===== src/rtl/core/vwd_pkg.sv =====
// Shared constants, codes and control types for the vertex weld block.
package vwd_pkg;

  localparam int MAX_VERTICES = 1024;
  localparam int HASH_SLOTS   = 2048;
  localparam int IDX_W        = $clog2(MAX_VERTICES);
  localparam int CNT_W        = $clog2(MAX_VERTICES + 1);
  localparam int SLOT_W       = $clog2(HASH_SLOTS);
  localparam int SLOT_DW      = 1 + 96 + IDX_W;

  localparam logic [31:0] HASH_CX = 32'd73856093;
  localparam logic [31:0] HASH_CY = 32'd19349663;
  localparam logic [31:0] HASH_CZ = 32'd83492791;

  localparam logic [1:0] OP_INSERT = 2'd0;
  localparam logic [1:0] OP_REMAP  = 2'd1;
  localparam logic [1:0] OP_CLEAR  = 2'd2;

  localparam logic [1:0] ST_OK    = 2'd0;
  localparam logic [1:0] ST_FULL  = 2'd1;
  localparam logic [1:0] ST_NOIDX = 2'd2;

  localparam logic [2:0] RS_OK    = 3'd0;
  localparam logic [2:0] RS_FULL  = 3'd1;
  localparam logic [2:0] RS_NOIDX = 3'd2;
  localparam logic [2:0] RS_ZERO  = 3'd3;
  localparam logic [2:0] RS_REMAP = 3'd4;

  typedef struct packed {
    logic       capture;
    logic       k_clr;
    logic       qmul;
    logic       qrnd;
    logic       hmul;
    logic       slot_rd;
    logic       probe_next;
    logic       slot_ins;
    logic       remap_add;
    logic       remap_rd;
    logic       sweep_clr;
    logic       sweep_step;
    logic       out_load;
    logic [2:0] res_sel;
  } vwd_cmd_t;

  typedef struct packed {
    logic [1:0] op;
    logic       k_last;
    logic       ins_full;
    logic       uniq_full;
    logic       slot_valid;
    logic       slot_match;
    logic       probe_last;
    logic       vi_ok;
    logic       sweep_last;
  } vwd_sts_t;

endpackage


===== src/rtl/core/vwd_ctrl.sv =====
// Controller state machine: sequences quantize, hash, probe, remap and clear.
module vwd_ctrl (
  input  logic              clk,
  input  logic              rst_n,
  input  logic              in_valid,
  output logic              in_ready,
  output logic              out_valid,
  input  logic              out_ready,
  input  vwd_pkg::vwd_sts_t sts,
  output vwd_pkg::vwd_cmd_t cmd
);
  import vwd_pkg::*;

  localparam logic [3:0] S_SWR  = 4'd0;
  localparam logic [3:0] S_IDLE = 4'd1;
  localparam logic [3:0] S_DISP = 4'd2;
  localparam logic [3:0] S_QMUL = 4'd3;
  localparam logic [3:0] S_QRND = 4'd4;
  localparam logic [3:0] S_HMUL = 4'd5;
  localparam logic [3:0] S_PRD  = 4'd6;
  localparam logic [3:0] S_PCMP = 4'd7;
  localparam logic [3:0] S_RMRD = 4'd8;
  localparam logic [3:0] S_SWC  = 4'd9;
  localparam logic [3:0] S_RESP = 4'd10;

  logic [3:0] state_r, state_nxt;
  logic [2:0] res_r, res_nxt;
  logic       out_valid_r, out_valid_nxt;

  assign in_ready  = (state_r == S_IDLE);
  assign out_valid = out_valid_r;

  always_comb begin
    state_nxt     = state_r;
    res_nxt       = res_r;
    cmd           = '0;
    cmd.res_sel   = res_r;
    out_valid_nxt = out_valid_r && !out_ready;
    case (state_r)
      S_SWR: begin
        cmd.sweep_step = 1'b1;
        if (sts.sweep_last) state_nxt = S_IDLE;
      end
      S_IDLE: begin
        if (in_valid) begin
          cmd.capture = 1'b1;
          state_nxt   = S_DISP;
        end
      end
      S_DISP: begin
        case (sts.op)
          OP_INSERT: begin
            if (sts.ins_full) begin
              res_nxt   = RS_FULL;
              state_nxt = S_RESP;
            end else begin
              cmd.k_clr = 1'b1;
              state_nxt = S_QMUL;
            end
          end
          OP_REMAP: state_nxt = S_RMRD;
          OP_CLEAR: begin
            cmd.sweep_clr = 1'b1;
            state_nxt     = S_SWC;
          end
          default: begin
            res_nxt   = RS_ZERO;
            state_nxt = S_RESP;
          end
        endcase
      end
      S_QMUL: begin
        cmd.qmul  = 1'b1;
        state_nxt = S_QRND;
      end
      S_QRND: begin
        cmd.qrnd  = 1'b1;
        state_nxt = S_HMUL;
      end
      S_HMUL: begin
        cmd.hmul  = 1'b1;
        state_nxt = sts.k_last ? S_PRD : S_QMUL;
      end
      S_PRD: begin
        cmd.slot_rd = 1'b1;
        state_nxt   = S_PCMP;
      end
      S_PCMP: begin
        state_nxt = S_RESP;
        if (sts.slot_valid && sts.slot_match) begin
          cmd.remap_add = 1'b1;
          res_nxt       = RS_OK;
        end else if (sts.slot_valid) begin
          if (sts.probe_last) begin
            res_nxt = RS_FULL;
          end else begin
            cmd.probe_next = 1'b1;
            state_nxt      = S_PRD;
          end
        end else if (sts.uniq_full) begin
          res_nxt = RS_FULL;
        end else begin
          cmd.slot_ins  = 1'b1;
          cmd.remap_add = 1'b1;
          res_nxt       = RS_OK;
        end
      end
      S_RMRD: begin
        if (sts.vi_ok) begin
          cmd.remap_rd = 1'b1;
          res_nxt      = RS_REMAP;
        end else begin
          res_nxt = RS_NOIDX;
        end
        state_nxt = S_RESP;
      end
      S_SWC: begin
        cmd.sweep_step = 1'b1;
        if (sts.sweep_last) begin
          res_nxt   = RS_ZERO;
          state_nxt = S_RESP;
        end
      end
      S_RESP: begin
        if (!out_valid_r || out_ready) begin
          cmd.out_load  = 1'b1;
          out_valid_nxt = 1'b1;
          state_nxt     = S_IDLE;
        end
      end
      default: state_nxt = S_IDLE;
    endcase
  end

  always_ff @(posedge clk) begin
    if (!rst_n) begin
      state_r     <= S_SWR;
      res_r       <= RS_ZERO;
      out_valid_r <= 1'b0;
    end else begin
      state_r     <= state_nxt;
      res_r       <= res_nxt;
      out_valid_r <= out_valid_nxt;
    end
  end

  a_ins_room: assert property (@(posedge clk) disable iff (!rst_n)
    cmd.slot_ins |-> !sts.uniq_full) else $error("slot insert past vertex capacity");
  a_remap_room: assert property (@(posedge clk) disable iff (!rst_n)
    cmd.remap_add |-> !sts.ins_full) else $error("remap write past capacity");
  a_wr_excl: assert property (@(posedge clk) disable iff (!rst_n)
    !(cmd.sweep_step && cmd.slot_ins)) else $error("sweep and insert collide");
  a_out_free: assert property (@(posedge clk) disable iff (!rst_n)
    cmd.out_load |-> (!out_valid_r || out_ready)) else $error("result overwritten");

endmodule


===== config.mk =====
export PLATFORM = sky130hd
export DESIGN_NAME = vwd_ctrl
export DESIGN_NICKNAME = d
export VERILOG_FILES = /design/src/rtl/core/vwd_pkg.sv /design/src/rtl/core/vwd_ctrl.sv
export SDC_FILE = /design/constraint.sdc
export NUM_CORES = 1
export LEC_CHECK = 0
export BUFFER_PORTS_ARGS = -buffer_cell sky130_fd_sc_hd__buf_2
export CAP_MARGIN = 10
export CORE_MARGIN = 2
export CORE_UTILIZATION = 42
export DETAILED_ROUTE_END_ITERATION = 7
export HOLD_SLACK_MARGIN = 0.15
export PLACE_DENSITY_LB_ADDON = 0.15
export SKIP_LAST_GASP = 1
export SLEW_MARGIN = 20
export SYNTH_ARGS = -nofsm -noshare
export SYNTH_HDL_FRONTEND = slang
export SYNTH_SLANG_ARGS = --single-unit
export TNS_END_PERCENT = 20

===== constraint.sdc =====
create_clock -name clk -period 1.55 [get_ports clk]
set_input_delay 0.2325 -clock clk [delete_from_list [all_inputs] [get_ports clk]]
set_output_delay 0.2325 -clock clk [all_outputs]
set_load 0.05 [all_outputs]

### Yosys cells after proc, flatten, opt, wreduce, memory -nomap -nowiden

Index checks and enable logic that the tools add are counted.
W data, S select, Z words.

| operators by class | value |
|---|---|
| add/sub/neg operators | 0 |
| multipliers | 0 |
| divide/modulo/power cells | 0 |
| $lt $le $gt $ge | 0 |
| eq/ne operators | 19 |
| shifts and indexed selects | 0 |
| mux-type cells | 45 |
| bitwise logic cells | 0 |
| reduce and logical (&&, ||, !) cells | 12 |

Operator list:

| cell | number |
|---|---|
| $pmux W4 S11 | 1 |
| $mux W4 | 8 |
| $mux W3 | 8 |
| $mux W1 | 22 |
| $eq A4 B3 Y1 const B | 4 |
| $eq A4 B4 Y1 const B | 3 |
| $pmux W3 S4 | 1 |
| $pmux W4 S3 | 1 |
| $ne A2 B2 Y1 const B | 5 |
| $eq A4 B2 Y1 const B | 2 |
| $mux W2 | 3 |
| $pmux W3 S2 | 1 |
| $reduce_and A5 Y1 | 1 |
| $eq A4 B1 Y1 const B | 1 |
| $logic_not A4 Y1 | 1 |
| $ne A4 B4 Y1 const B | 1 |
| $reduce_and A4 Y1 | 1 |
| $reduce_bool A4 Y1 | 1 |
| $reduce_or A2 Y1 | 2 |
| $ne A3 B3 Y1 const B | 1 |
| $eq A2 B1 Y1 const B | 1 |
| $eq A2 B2 Y1 const B | 1 |
| $logic_and A1 B1 Y1 | 2 |
| $logic_not A1 Y1 | 2 |
| other kinds (2) | 2 |

| word-level totals | value |
|---|---|
| bits in registers | 8 |
| bits in latches | 0 |
| RAM bits | 0 |
| memory bits (read-only) | 0 |
| input bits | 14 |
| word-level logic and storage cells | 79 |
| memories | 0 |

### Longest topological paths before layout

| logic depth | value |
|---|---|
| word-level depth | 4 |
| depth in mapped cells | 7 |
| gate-level depth less buffers | 6 |

### Least setup slack after synthesis

Ideal clock, no wire load.

| path | value |
|---|---|
| kind | flip-flop to output port |
| from | reg state_r[1] |
| to | out cmd[15] in the netlist's numbering |
| data arrival time | 2337 ps |
| data required time | 1317 ps |
| slack | -1019 ps |
| cell stages (with the launch flop) | 5 |
| buffers on the path | 2 |
| cells stage by stage | dfxtp_1 -> buf_2 -> clkbuf_1 -> nor3_1 -> and2_1 |

RTL lines:

| item | RTL line | RTL |
|---|---|---|
| start, declared | vwd_ctrl.sv:26 | `logic [3:0] state_r, state_nxt;` |
| start signal, assigned | vwd_ctrl.sv:141 | `state_r <= state_nxt;` |
| end, declared | vwd_ctrl.sv:10 | `output vwd_pkg::vwd_cmd_t cmd` |

==> flow_summary.ini <==
[layout]
final_cell_area_um2 = 1260
fin_nets = 174
num-fill-cells = 139
final_util = 0.741
multi_input_area_um2 = 607
layout-drive-gt1-share = 0.535
seqCellArea_um2 = 168
insertedDiodeCount = 0
area_growth_pct = 67.7

[grt]
antenna_found_initial = 0
track_usage = 0.264
grt_pass1_wl_um = 4040
grt_max_degree = 10
grt_pass1_vias = 933
gr-total-overflow = 0

[logic_synthesis]
synth_flop_cell = dfxtp_1
synth_top_area_cell = dfxtp_1
yosys.area.top_type_share = 0.212
synth_warnings = 0
syn-cell-area_um2 = 754
netlist_top_cells_count = 9 x inv_1, 8 x dfxtp_1, 8 x nor2_1, 8 x nor3_1, 8 x o21ai_0
synth-seq-cells = 8
syn_area_per_cell_um2 = 7.32
syn_nets = 120
yosysSeqAreaShare = 0.212
yosys.cell_count.top_type = inv_1
async_flop_share = 0
yosys-top-cells-area = dfxtp_1 21%, nor3_1 5.3%, o21ai_0 5.3%, ha_1 5.0%, inv_1 4.5%
ys_types = 39
synth-edff-count = 0
synth_cells = 103

[critical_path]
start_kind = flip-flop
path_class = flip-flop to primary output
cp_max_fo = 8
end_kind = primary output
critPathArrivalTime_ps = 1460
cp.required_ps = 1320

[die]
die_h_um = 46.4
die_x_um = 46.4
coreArea_um2 = 1710
io_pins = 32
num_rows = 15
die_area_um2 = 2150
initial_utilization = 0.442

[power_and_ir_drop]
p_per_area_nw_per_um2 = 519
p_leak_nw = 0.589
ir_worst_vdd_v = 0.000280

[routing]
via_count = 992
dr.first_iter.drc_count = 20
drc = 0
dr.pass1.iters = 4
wl_per_cell_um = 14.6
ant_nets = 0
viasPerCell = 5.51
drt_wl_total_um = 2630

[timing]
setup_viol_count_final = 17
fin_crit_ps = 1690
tns_ps = -1670
worst_slack_ps = -140
fmax_ghz = 0.592
tightest_slew_ps = 410
final_max_slew_viol_count = 0
fin_skew_ps = 15.1
slew_headroom = 0.724
finalHoldViolations = 0
grt_setup_unrepaired = true
finalCritPeriodShare = 1.09

[clocking]
clock-root-buffer = clkbuf_4
insertion_delay_ps = 270
clk_pin_slew_ps = 50
cts_tree = yes
cts_hold_buffers = 0
cts_buffers = 3
clock-sinks = 8
cts.path.max_buffers = 2
cts_max_level = 1

[status]
status = finished with violations
violations = setup timing

[placed_design]
place_congestion = 0.815
dp_hpwl_um = 1780
placed_area_um2 = 1090
port_buffers = 31

[hold_path]
hold_path.class = primary input to flip-flop

[run]
cap_violations = 0
-- cell usage in the layout (no fill, tap or decap), drive strengths merged, types with 4 or more instances in the layout --
cell type / instances
nor2b: 4
a21oi: 5
nor3: 8
o21ai: 8
inv: 9
buf: 56
dfxtp: 8
nor2: 8
-- worst max-delay path, stage by stage (launching register included) --
cell	delay [ps]
dfxtp_4	370
buf_6	130
nand4b_1	220
buf_6	180
nor3_2	120
buf_6	180
-- metal layers --
metal  track usage  part of all wire  vias to the layer above
met3        0.0353             0.042                       19
met2         0.447              0.49                       38
met1         0.309              0.41                      453
met5             0                 0                        -
met4         0.160             0.058                        0
li1              -                 -                      482
-- registers in the layout, summed over array words and instances (netlist names) --
name,cells
state_r,4
out_valid,1
res_r,3
-- area by class of cell --
type	instances	area share
Clock buffer	3	0.0178
Inverter	9	0.0267
Sequential cell	8	0.133
Timing Repair Buffer	56	0.318
Multi-Input combinational cell	79	0.480
Tap cell	25	0.0247
-- where the power goes --
part           switching (mW)  internal (mW)
combinational           0.156          0.103
clock                  0.0792         0.0891
sequential             0.0160          0.213
-- cells by family after synthesis --
logic type | count (synthesis) | synth area share
AO/OA/AOI/OAI | 31 | 0.282
buffers and inverters | 16 | 0.0945
flip-flops | 8 | 0.212
multiplexers | 1 | 0.0133
AND/OR/NAND/NOR | 43 | 0.337
XOR/XNOR | 1 | 0.0116
adder cells (fa/ha/maj) | 3 | 0.0498
-- worst paths after layout --
kind                            cells after the start  startpoint       end  slack (ps)
worst max-delay path                                5  state_r[3]    cmd[8]        -140
worst min-delay path                                2       rst_n  res_r[0]         200
worst max register to register                      8  state_r[3]  res_r[1]        -130
worst min register to register                      2    res_r[2]  res_r[2]         500
-- through the flow --
step                setup WS, ps  total power [mW]  instances  hold slack [ps]
global route                -266             0.684        180              214
CTS                         -118             0.646        178              198
floorplan                   -191             0.392        103              304
finish                      -140             0.656        180              197
global placement           -16.2             0.463        171              447
detailed placement         -44.8             0.469        171              462
-- timing repair --
item	CTS	global route
setup buffers	4	2
setup endpoints to repair	18	19
gates resized for setup	29	3
pin swaps	0	3
Note: power is estimated with default switching activity, not from simulation.
